$ cat src/egcd_pkg.sv
// Shared types, constants and helper functions of the extended GCD unit.
package egcd_pkg;

	localparam int DATA_WIDTH = 32;
	localparam int CNT_W      = $clog2(DATA_WIDTH);

	typedef logic [DATA_WIDTH-1:0] word_t;
	typedef logic [CNT_W-1:0]      cnt_t;

	typedef enum logic [2:0] {
		ST_IDLE,
		ST_MAG,
		ST_ORDER,
		ST_DIV,
		ST_UPDATE,
		ST_DONE
	} state_t;

	// Requests from the channel logic to the sequencer.
	typedef struct packed {
		logic start;
		logic take;
	} ctrl_t;

	// Sequencer status seen by the channel logic.
	typedef struct packed {
		logic idle;
		logic done;
	} status_t;

	function automatic word_t negate(word_t v);
		return ~v + word_t'(1);
	endfunction

	function automatic word_t apply_sign(word_t coef, logic neg);
		return neg ? negate(coef) : coef;
	endfunction

endpackage

$ cat src/extended_gcd_unit_top.sv
// Top level of the extended GCD unit: input handshake, sequencer and output register.
//
// Usage:
//   Input channel: operand_a and operand_b form one beat, accepted at a rising
//   edge with in_valid high and in_stall low. in_stall is high while an item
//   is being worked on.
//   Output channel: gcd_value, coeff_a and coeff_b form one beat with
//   coeff_a*operand_a + coeff_b*operand_b == gcd_value, taken at an edge with
//   out_valid high and out_stall low. One result beat per input beat.
//   Sequence: the input beat is captured, the magnitudes are formed and
//   ordered, and when either operand is zero the sequencer goes straight to
//   done. Otherwise k Euclid divisions follow; each division is DATA_WIDTH
//   passes of one shared radix-2 step unit plus one coefficient update step.
//   For 32-bit operands k is at most about 46.
//   Throughput: one item at a time; a new beat is taken as soon as the
//   sequencer is back to idle, even if the previous result still waits in the
//   output register.
//   Stall: while out_stall holds a result, the sequencer finishes its next item
//   and then waits with it, keeping in_stall high.
//   Reset: arst_n low clears the sequencer and the output valid flag; no
//   result beat is pending after reset.
module extended_gcd_unit_top (
	input  logic                                 clk,
	input  logic                                 arst_n,
	input  logic                                 in_valid,
	output logic                                 in_stall,
	input  logic signed [egcd_pkg::DATA_WIDTH-1:0] operand_a,
	input  logic signed [egcd_pkg::DATA_WIDTH-1:0] operand_b,
	output logic                                 out_valid,
	input  logic                                 out_stall,
	output logic signed [egcd_pkg::DATA_WIDTH-1:0] gcd_value,
	output logic signed [egcd_pkg::DATA_WIDTH-1:0] coeff_a,
	output logic signed [egcd_pkg::DATA_WIDTH-1:0] coeff_b
);

	egcd_pkg::ctrl_t   ctrl;
	egcd_pkg::status_t status;
	egcd_pkg::word_t   res_g, res_s, res_t;

	logic            out_valid_q;
	egcd_pkg::word_t gcd_q, coeff_a_q, coeff_b_q;
	logic            load;

	// accept a beat only when the sequencer is idle
	assign in_stall   = ~status.idle;
	assign ctrl.start = in_valid & status.idle;

	// move a finished result into the output register when it is free or draining
	assign load      = status.done & (~out_valid_q | ~out_stall);
	assign ctrl.take = load;

	egcd_core u_core (
		.clk       (clk),
		.arst_n    (arst_n),
		.ctrl      (ctrl),
		.operand_a (egcd_pkg::word_t'(operand_a)),
		.operand_b (egcd_pkg::word_t'(operand_b)),
		.status    (status),
		.res_g     (res_g),
		.res_s     (res_s),
		.res_t     (res_t)
	);

	always_ff @(posedge clk or negedge arst_n) begin
		if (!arst_n) begin
			out_valid_q <= 1'b0;
		end else if (load) begin
			out_valid_q <= 1'b1;
		end else if (~out_stall) begin
			// beat taken, drop valid
			out_valid_q <= 1'b0;
		end
	end

	// hold payload while stalled
	always_ff @(posedge clk) begin
		if (load) begin
			gcd_q     <= res_g;
			coeff_a_q <= res_s;
			coeff_b_q <= res_t;
		end
	end

	assign out_valid = out_valid_q;
	assign gcd_value = $signed(gcd_q);
	assign coeff_a   = $signed(coeff_a_q);
	assign coeff_b   = $signed(coeff_b_q);

endmodule

$ cat src/egcd_step.sv
// One radix-2 restoring division step with Horner accumulation of quotient times coefficient.
module egcd_step (
	input  egcd_pkg::word_t rem,
	input  logic            num_msb,
	input  egcd_pkg::word_t den,
	input  egcd_pkg::word_t acc_i,
	input  egcd_pkg::word_t acc_j,
	input  egcd_pkg::word_t ci,
	input  egcd_pkg::word_t cj,
	output egcd_pkg::word_t rem_next,
	output egcd_pkg::word_t acc_i_next,
	output egcd_pkg::word_t acc_j_next
);

	localparam int W = egcd_pkg::DATA_WIDTH;

	logic [W:0] cand;
	logic [W:0] diff;
	logic       qbit;

	always_comb begin
		cand = {rem, num_msb};
		diff = cand - {1'b0, den};
		qbit = ~diff[W];
		rem_next = qbit ? diff[W-1:0] : cand[W-1:0];
		// quotient bits arrive MSB first: acc = 2*acc + q*coef
		acc_i_next = {acc_i[W-2:0], 1'b0} + (qbit ? ci : egcd_pkg::word_t'(0));
		acc_j_next = {acc_j[W-2:0], 1'b0} + (qbit ? cj : egcd_pkg::word_t'(0));
	end

endmodule

$ cat src/egcd_core.sv
// Sequencer and registers of the extended Euclidean iteration around the shared step unit.
module egcd_core (
	input  logic              clk,
	input  logic              arst_n,
	input  egcd_pkg::ctrl_t   ctrl,
	input  egcd_pkg::word_t   operand_a,
	input  egcd_pkg::word_t   operand_b,
	output egcd_pkg::status_t status,
	output egcd_pkg::word_t   res_g,
	output egcd_pkg::word_t   res_s,
	output egcd_pkg::word_t   res_t
);

	localparam int W = egcd_pkg::DATA_WIDTH;
	localparam egcd_pkg::cnt_t CNT_LAST = egcd_pkg::cnt_t'(W - 1);

	egcd_pkg::state_t state_q, state_d;
	egcd_pkg::cnt_t   cnt_q;

	egcd_pkg::word_t a_q, b_q, ma_q, mb_q;
	logic            a_big_q;
	egcd_pkg::word_t num_q, den_q, rem_q;
	egcd_pkg::word_t px_q, py_q, ci_q, cj_q, acc_i_q, acc_j_q;
	egcd_pkg::word_t res_g_q, res_s_q, res_t_q;

	egcd_pkg::word_t rem_next, acc_i_next, acc_j_next;
	logic            a_zero, b_zero;

	assign a_zero = (a_q == '0);
	assign b_zero = (b_q == '0);

	egcd_step u_step (
		.rem        (rem_q),
		.num_msb    (num_q[W-1]),
		.den        (den_q),
		.acc_i      (acc_i_q),
		.acc_j      (acc_j_q),
		.ci         (ci_q),
		.cj         (cj_q),
		.rem_next   (rem_next),
		.acc_i_next (acc_i_next),
		.acc_j_next (acc_j_next)
	);

	// next state
	always_comb begin
		state_d = state_q;
		unique case (state_q)
			egcd_pkg::ST_IDLE: begin
				if (ctrl.start) state_d = egcd_pkg::ST_MAG;
			end
			egcd_pkg::ST_MAG: begin
				state_d = egcd_pkg::ST_ORDER;
			end
			egcd_pkg::ST_ORDER: begin
				state_d = (a_zero || b_zero) ? egcd_pkg::ST_DONE : egcd_pkg::ST_DIV;
			end
			egcd_pkg::ST_DIV: begin
				if (cnt_q == '0) state_d = egcd_pkg::ST_UPDATE;
			end
			egcd_pkg::ST_UPDATE: begin
				state_d = (rem_q == '0) ? egcd_pkg::ST_DONE : egcd_pkg::ST_DIV;
			end
			egcd_pkg::ST_DONE: begin
				if (ctrl.take) state_d = egcd_pkg::ST_IDLE;
			end
			default: begin
				state_d = egcd_pkg::ST_IDLE;
			end
		endcase
	end

	// status outputs
	always_comb begin
		status.idle = (state_q == egcd_pkg::ST_IDLE);
		status.done = (state_q == egcd_pkg::ST_DONE);
	end

	always_ff @(posedge clk or negedge arst_n) begin
		if (!arst_n) begin
			state_q <= egcd_pkg::ST_IDLE;
			cnt_q   <= '0;
		end else begin
			state_q <= state_d;
			if (state_q == egcd_pkg::ST_ORDER || state_q == egcd_pkg::ST_UPDATE) begin
				cnt_q <= CNT_LAST;
			end else if (state_q == egcd_pkg::ST_DIV) begin
				cnt_q <= cnt_q - egcd_pkg::cnt_t'(1);
			end
		end
	end

	// datapath
	always_ff @(posedge clk) begin
		unique case (state_q)
			egcd_pkg::ST_IDLE: begin
				if (ctrl.start) begin
					a_q <= operand_a;
					b_q <= operand_b;
				end
			end
			egcd_pkg::ST_MAG: begin
				ma_q <= a_q[W-1] ? egcd_pkg::negate(a_q) : a_q;
				mb_q <= b_q[W-1] ? egcd_pkg::negate(b_q) : b_q;
			end
			egcd_pkg::ST_ORDER: begin
				if (a_zero) begin
					res_g_q <= b_q;
					res_s_q <= '0;
					res_t_q <= b_zero ? egcd_pkg::word_t'(0) : egcd_pkg::word_t'(1);
				end else if (b_zero) begin
					res_g_q <= a_q;
					res_s_q <= egcd_pkg::word_t'(1);
					res_t_q <= '0;
				end
				a_big_q <= (ma_q >= mb_q);
				num_q   <= (ma_q >= mb_q) ? ma_q : mb_q;
				den_q   <= (ma_q >= mb_q) ? mb_q : ma_q;
				rem_q   <= '0;
				px_q    <= egcd_pkg::word_t'(1);
				py_q    <= '0;
				ci_q    <= '0;
				cj_q    <= egcd_pkg::word_t'(1);
				acc_i_q <= '0;
				acc_j_q <= '0;
			end
			egcd_pkg::ST_DIV: begin
				rem_q   <= rem_next;
				num_q   <= {num_q[W-2:0], 1'b0};
				acc_i_q <= acc_i_next;
				acc_j_q <= acc_j_next;
			end
			egcd_pkg::ST_UPDATE: begin
				if (rem_q == '0) begin
					res_g_q <= den_q;
					res_s_q <= egcd_pkg::apply_sign(a_big_q ? ci_q : cj_q, a_q[W-1]);
					res_t_q <= egcd_pkg::apply_sign(a_big_q ? cj_q : ci_q, b_q[W-1]);
				end else begin
					num_q   <= den_q;
					den_q   <= rem_q;
					rem_q   <= '0;
					px_q    <= ci_q;
					py_q    <= cj_q;
					ci_q    <= px_q - acc_i_q;
					cj_q    <= py_q - acc_j_q;
					acc_i_q <= '0;
					acc_j_q <= '0;
				end
			end
			egcd_pkg::ST_DONE: begin
			end
			default: begin
			end
		endcase
	end

	assign res_g = res_g_q;
	assign res_s = res_s_q;
	assign res_t = res_t_q;

	// partial remainder stays below a nonzero divisor throughout division
	a_rem_below_den: assert property (@(posedge clk) disable iff (!arst_n)
		state_q == egcd_pkg::ST_DIV |-> (den_q != '0) && (rem_q < den_q))
		else $error("partial remainder not below divisor");

	a_start_from_idle: assert property (@(posedge clk) disable iff (!arst_n)
		ctrl.start |-> state_q == egcd_pkg::ST_IDLE)
		else $error("start outside idle");

	a_div_length: assert property (@(posedge clk) disable iff (!arst_n)
		state_q == egcd_pkg::ST_DIV && cnt_q == '0 |=> state_q == egcd_pkg::ST_UPDATE)
		else $error("division pass did not end after its last step");

	a_take_only_done: assert property (@(posedge clk) disable iff (!arst_n)
		ctrl.take |-> state_q == egcd_pkg::ST_DONE)
		else $error("result taken while none is ready");

endmodule
$ cat config.mk
export PLATFORM = sky130hd
export DESIGN_NAME = extended_gcd_unit_top
export DESIGN_NICKNAME = d
export VERILOG_FILES = /design/src/egcd_pkg.sv /design/src/extended_gcd_unit_top.sv /design/src/egcd_step.sv /design/src/egcd_core.sv
export SDC_FILE = /design/constraint.sdc
export NUM_CORES = 1
export LEC_CHECK = 0
export BUFFER_PORTS_ARGS = -buffer_cell sky130_fd_sc_hd__buf_2
export CAP_MARGIN = 20
export CORE_MARGIN = 2
export CORE_UTILIZATION = 55
export DETAILED_ROUTE_END_ITERATION = 10
export PLACE_DENSITY = 0.73
export REMOVE_ABC_BUFFERS = 1
export SLEW_MARGIN = 20
export SYNTH_ARGS = -nofsm -noshare
export SYNTH_HDL_FRONTEND = slang
export SYNTH_SLANG_ARGS = --single-unit
$ cat constraint.sdc
create_clock -name clk -period 11 [get_ports clk]
set_input_delay 1.1 -clock clk [delete_from_list [all_inputs] [get_ports clk]]
set_output_delay 1.1 -clock clk [all_outputs]
set_load 0.01 [all_outputs]
==> After elaboration in Yosys (flattened, before gate mapping) <==
Cells that the tools add are included.
{ "word_totals": {"regBits": 618, "output_inout_bits": 98, "word_cells": 123} }
{ "op_classes": {"addsub": 10, "magnitude_cmp": 1, "n_eq_ne": 12, "muxes": 50, "bitwise": 10, "reduce_logical": 15} }
{ "ops": {"columns": ["operator", "count"], "rows": [
  ["$mux W32", 25],
  ["$pmux W32 S2", 8],
  ["$pmux W32 S3", 4],
  ["$add A32 B1 Y32 const B", 4],
  ["$not A32 Y32", 4],
  ["$logic_not A32 Y1", 3],
  ["$add A32 B32 Y32", 2],
  ["$sub A32 B32 Y32", 2],
  ["$mux W31", 2],
  ["$sub A33 B32 Y33", 1],
  ["$ge A32 B32 Y1", 1],
  ["$pmux W3 S6", 1],
  ["$mux W3", 5],
  ["$mux W5", 2],
  ["$eq A3 B2 Y1 const B", 2],
  ["$eq A3 B3 Y1 const B", 2],
  ["$ne A2 B1 Y1 const B", 3],
  ["$ne A2 B2 Y1 const B", 3],
  ["$reduce_and A2 Y1", 3],
  ["$reduce_and A3 Y1", 2],
  ["$logic_not A5 Y1", 1],
  ["$sub A5 B1 Y5 const B", 1],
  ["$reduce_bool A2 Y1", 2],
  ["$eq A3 B1 Y1 const B", 1],
  ["8 further kinds", 14]
]} }

==> Depth between registers and ports, before layout <==
{ "depth": {"depth_word": 6, "ltp_mapped": 24, "ltp_nobuf": 23} }

==> Modules after synthesis <==
From an unflattened synthesis, not the netlist that was laid out.
{ "hier_totals": {"hier_cells": 3521, "hier_area_um2": 36964.2} }
{ "by_module_without_submodules": {"columns": ["module", "instances", "cells_per_inst", "area_per_inst_um2", "seq_area_each_um2"], "rows": [
  ["egcd_core", 1, 2596, 28482.3, 15605.0],
  ["egcd_step", 1, 824, 5545.3, 0.0],
  ["extended_gcd_unit_top", 1, 101, 2936.6, 2907.8]
]} }

==> Least setup slack after synthesis <==
Ideal clock, no wire load.
{ "synth_timing": {"path_type": "flip-flop to flip-flop", "startpoint": "register u_core.state_q[2]", "endpoint": "register u_core.ci_q[0] (enable)", "setup_ps": 682, "t_arrival_ps": 8011, "slack_ps": 2307, "stages_incl_launch_ff": 7, "n_path_buf": 2, "synth_period_minus_slack_ps": 8693, "cell_sequence": "dfrtp_1 > inv_1 > nor3_1 > buf_2 > clkbuf_1 > nor2_1 > nor2_1"} }
{ "synth_via": {"elab_chain_cells": 3} }
{ "synth_rtl": {"columns": ["item", "line", "text"], "rows": [
  ["start, declared", "egcd_core.sv:17", "egcd_pkg::state_t state_q, state_d;"],
  ["start signal, assigned", "egcd_core.sv:81", "state_q <= egcd_pkg::ST_IDLE;"],
  ["start signal, assigned", "egcd_core.sv:84", "state_q <= state_d;"],
  ["$eq A3 B3 Y1 / $eq A3 B2 Y1 (equally long branches)", "egcd_core.sv:95", "unique case (state_q)"],
  ["$ne A2 B2 Y1 (no source line) / $reduce_bool A2 Y1 (equally long branches)", null, null],
  ["$reduce_and A2 Y1 (no source line) (*)", null, null],
  ["end signal, assigned", "egcd_core.sv:144", "ci_q <= px_q - acc_i_q;"],
  ["end, declared", "egcd_core.sv:23", "egcd_pkg::word_t px_q, py_q, ci_q, cj_q, acc_i_q, acc_j_q;"]
]} }
Every way passes the cells marked *; elsewhere a longest branch is shown, timed or not.
A chain may end at the register's enable or synchronous reset.

==> Worst setup path in the final report <==
{ "layout_timing": {"startpoint": "register u_core.den_q[0]", "endpoint": "register u_core.acc_j_q[31] (data pin)"} }
{ "layout_via": {"elab_chain_cells": 4} }
{ "layout_rtl": {"columns": ["item", "line", "text"], "rows": [
  ["start, declared", "egcd_core.sv:22", "egcd_pkg::word_t num_q, den_q, rem_q;"],
  ["start signal, assigned", "egcd_core.sv:118", "den_q <= (ma_q >= mb_q) ? mb_q : ma_q;"],
  ["start signal, assigned", "egcd_core.sv:140", "den_q <= rem_q;"],
  ["$sub A33 B32 Y33", "egcd_step.sv:23", "diff = cand - {1'b0, den};"],
  ["$mux W32", "egcd_step.sv:28", "acc_j_next = {acc_j[W-2:0], 1'b0} + (qbit ? cj : egcd_pkg::word_t'(0));"],
  ["$add A32 B32 Y32", "egcd_step.sv:28", null],
  ["$pmux W32 S3", "egcd_core.sv:95", null],
  ["end signal, assigned", "egcd_core.sv:131", "acc_j_q <= acc_j_next;"],
  ["end, declared", "egcd_core.sv:23", null]
]} }
Every way passes these cells.

==> flow_metrics.py <==
metrics = {
    "floorplanning": {
        "ios": 166,
        "core_area_um2": 64600,
        "dieArea_um2": 67500,
        "fp.dieH_um": 260,
        "die_w_um": 260,
        "start_util": 0.557,
        "num_rows": 93,
    },
    "outcome": {
        "status": "finished, final reports clean",
    },
    "worst_setup_path": {
        "critPathKind": "reg -> reg",
        "worstPathRequired_ns": 11.34,
        "critPathMaxFanout": 71,
        "worstSetupStartpointType": "flop",
        "cp-end-kind": "flop",
        "cp.arrival_ns": 7.05,
    },
    "power_and_ir_drop": {
        "ir_drop_mv": 0.0990,
        "power.density_nw_per_um2": 122,
        "p_leak_nw": 15.9,
        "power.total_mw": 4.89,
    },
    "clock_tree": {
        "cts.htree.levels": 3,
        "clk_pin_slew_worst_paths_ns": 0.06,
        "clkSinkCount": 618,
        "cts_resized": 0,
        "clk_latency_ns": 0.62,
        "numCtsBuffers": 69,
        "post-cts-setup-buffer-count": 0,
        "clock_tree.buffer_depth": 3,
        "root_buffer": "clkbuf_16",
        "ctsHoldBuffers": 0,
        "cts_tree": "yes",
    },
    "logic_synthesis": {
        "synth_compound_area_frac": 0.134,
        "synthArstFlopShare": 0.0146,
        "synth_edf_count": 609,
        "synth_top_area_frac": 0.508,
        "yosys.area_share.simple": 0.142,
        "synth_xor_area_frac": 0.0584,
        "syn_avg_cell_area_um2": 10.7,
        "synth_top_family_by_area": "simple AND/OR/NAND/NOR gates",
        "synthAdderAreaFrac": 0.0695,
        "yosysTopAreaCell": "edfxtp_1",
        "seq_area_frac_synth": 0.514,
        "yosys-top-cells-area": "edfxtp_1 (51%), ha_1 (6.7%), xnor2_1 (4.2%)",
        "syn_area_um2": 36000,
        "ys_warn_count": 0,
        "syn_inst": 3364,
        "ys_types": 76,
        "yosys-mux-area-fraction": 0.0461,
        "synth_flop_cell": "edfxtp_1",
        "synth-seq-cells": 618,
    },
    "route": {
        "antenna_left": 0,
        "wl_per_cell_um": 19.0,
        "drtPass1Iterations": 6,
        "postRouteWirelength_um": 83600,
        "drt_iter0_drc": 2196,
        "post_drt_via_cell_ratio": 5.96,
        "drcViolationCount": 0,
        "vias": 26100,
    },
    "timing": {
        "fin_crit_sh": 0.610,
        "worst_pin_slew_ns": 0.980,
        "rsz0062_at_grt": "no",
        "fin_crit_ns": 6.71,
        "slew_viol_final": 0,
        "worst_hold_slack_ns": 0.371,
        "finalClockSkew_ns": 0.0266,
        "fmax_ghz": 0.149,
        "slew_headroom": 0.342,
        "hold_violations": 0,
        "setup_viol": 0,
    },
    "final_layout": {
        "design_area_um2": 39900,
        "layout_common_cells": "edfxtp_1 (609), nand2_1 (283), nor2_1 (279)",
        "fin_nets": 3745,
        "drive_gt1_frac": 0.117,
        "final_common_cell": "edfxtp_1",
        "layoutNonFillerInstCount": 4389,
        "final_core_util": 0.618,
        "area_growth_pct": 10.9,
    },
    "grt": {
        "grt_max_degree": 117,
        "grt_remaining_overflow": 0,
        "first_global_vias": 25300,
        "grt_pass1_wl_um": 134000,
        "antenna_found_initial": 2,
        "grtUsageTotal": 0.247,
    },
    "run": {
        "max_cap_violations": 0,
    },
    "placement": {
        "io_buffers": 165,
        "place_area_um2": 37700,
        "dpl.cell_count": 4264,
        "place.gp.congestion": 0.924,
        "hpwlAfterDp_um": 57300,
    },
    "hold_path": {
        "worst_hold_path_type": "in -> async",
    },
}
## per-stage QoR
| step | setup TNS (ns) | setup slack (ns) |
|---|---|---|
| 2_1_floorplan | -2212.27 | -8.74 |
| 3_3_place_gp | 0 | 4.51 |
| 3_5_place_dp | 0 | 4.33 |
| 4_1_cts | 0 | 4.30 |
| 5_1_grt | 0 | 3.70 |
| 6_report | 0 | 4.29 |
## power breakdown
| group | internal (mW) | switching [mW] | total [mW] |
|---|---|---|---|
| clock | 1.35 | 0.969 | 2.32 |
| sequential | 2.55 | 0.0000000000000000202 | 2.55 |
| combinational | 0.00820 | 0.00434 | 0.0125 |
## synthesized netlist by cell type, drive strengths merged (84+ instances only)
cell / number
edfxtp: 609
nand2: 285
nor2: 285
a21oi: 197
ha: 192
inv: 183
xnor2: 172
o21ai: 166
clkbuf: 121
a21o: 96
nand3: 91
nor3: 90
and3: 84
## cell families (layout without fill, tap and decap cells)
| kind of cell | count (synthesis) | count (layout) |
|---|---|---|
| AO/OA/AOI/OAI | 752 | 752 |
| XOR/XNOR | 240 | 240 |
| adder cells (fa/ha/maj) | 197 | 197 |
| buffers and inverters | 333 | 502 |
| flip-flops | 618 | 618 |
| multiplexers | 156 | 156 |
| other | 0 | 1 |
| AND/OR/NAND/NOR | 1068 | 1068 |
## worst max-delay path, stage by stage (launching register included)
cell and delay, ns:
edfxtp_1 0.41, ha_1 0.23, fa_1 0.41, nand2b_1 0.18
a21oi_1 0.21, o21ai_0 0.21, o2111ai_1 0.34, a31oi_1 0.19
mux2i_1 0.30, nor2_4 0.68, buf_4 0.75, and2_1 0.23
ha_1 0.28, or3_1 0.37, o211ai_1 0.11, o31ai_1 0.16
a211o_1 0.33, a21oi_1 0.24, o21ai_0 0.20, a221oi_1 0.36
xnor2_1 0.16, nor2_1 0.05
## area by class of cell
class	instances	area (um^2)
Multi-Input combinational cell	2413	16300
Fill cell	5236	24700
Clock buffer	82	1780
Sequential cell	618	18500
Inverter	183	687
Timing Repair Buffer	195	1080
Antenna cell	1	2.50
Tap cell	855	1070
Clock inverter	42	468
## layer usage
| metal | GRT usage | vias to the layer above | share of wire |
|---|---|---|---|
| met5 | 0 | - | 0.00030 |
| met4 | 0.0746 | 4 | 0.021 |
| met3 | 0.0339 | 121 | 0.062 |
| met2 | 0.398 | 783 | 0.47 |
| met1 | 0.349 | 12600 | 0.45 |
| li1 | - | 12600 | - |
## final timing paths
| check | start | endpoint | slack (ns) | cells past startpoint |
|---|---|---|---|---|
| hold / removal | arst_n | out_valid | 0.37 | 1 |
| max in group asynchronous | arst_n | u_core.state_q[2] | 10.38 | 1 |
| setup / recovery | u_core.den_q[0] | u_core.acc_j_q[31] | 4.29 | 21 |
| min in group clk | u_core.res_g[6] | gcd_value[6] | 0.41 | 0 |
| setup reg to reg | u_core.den_q[0] | u_core.acc_j_q[31] | 4.29 | 21 |
| hold reg to reg | u_core.res_g[6] | gcd_value[6] | 0.41 | 0 |
Power figures use the tool's default switching activity.
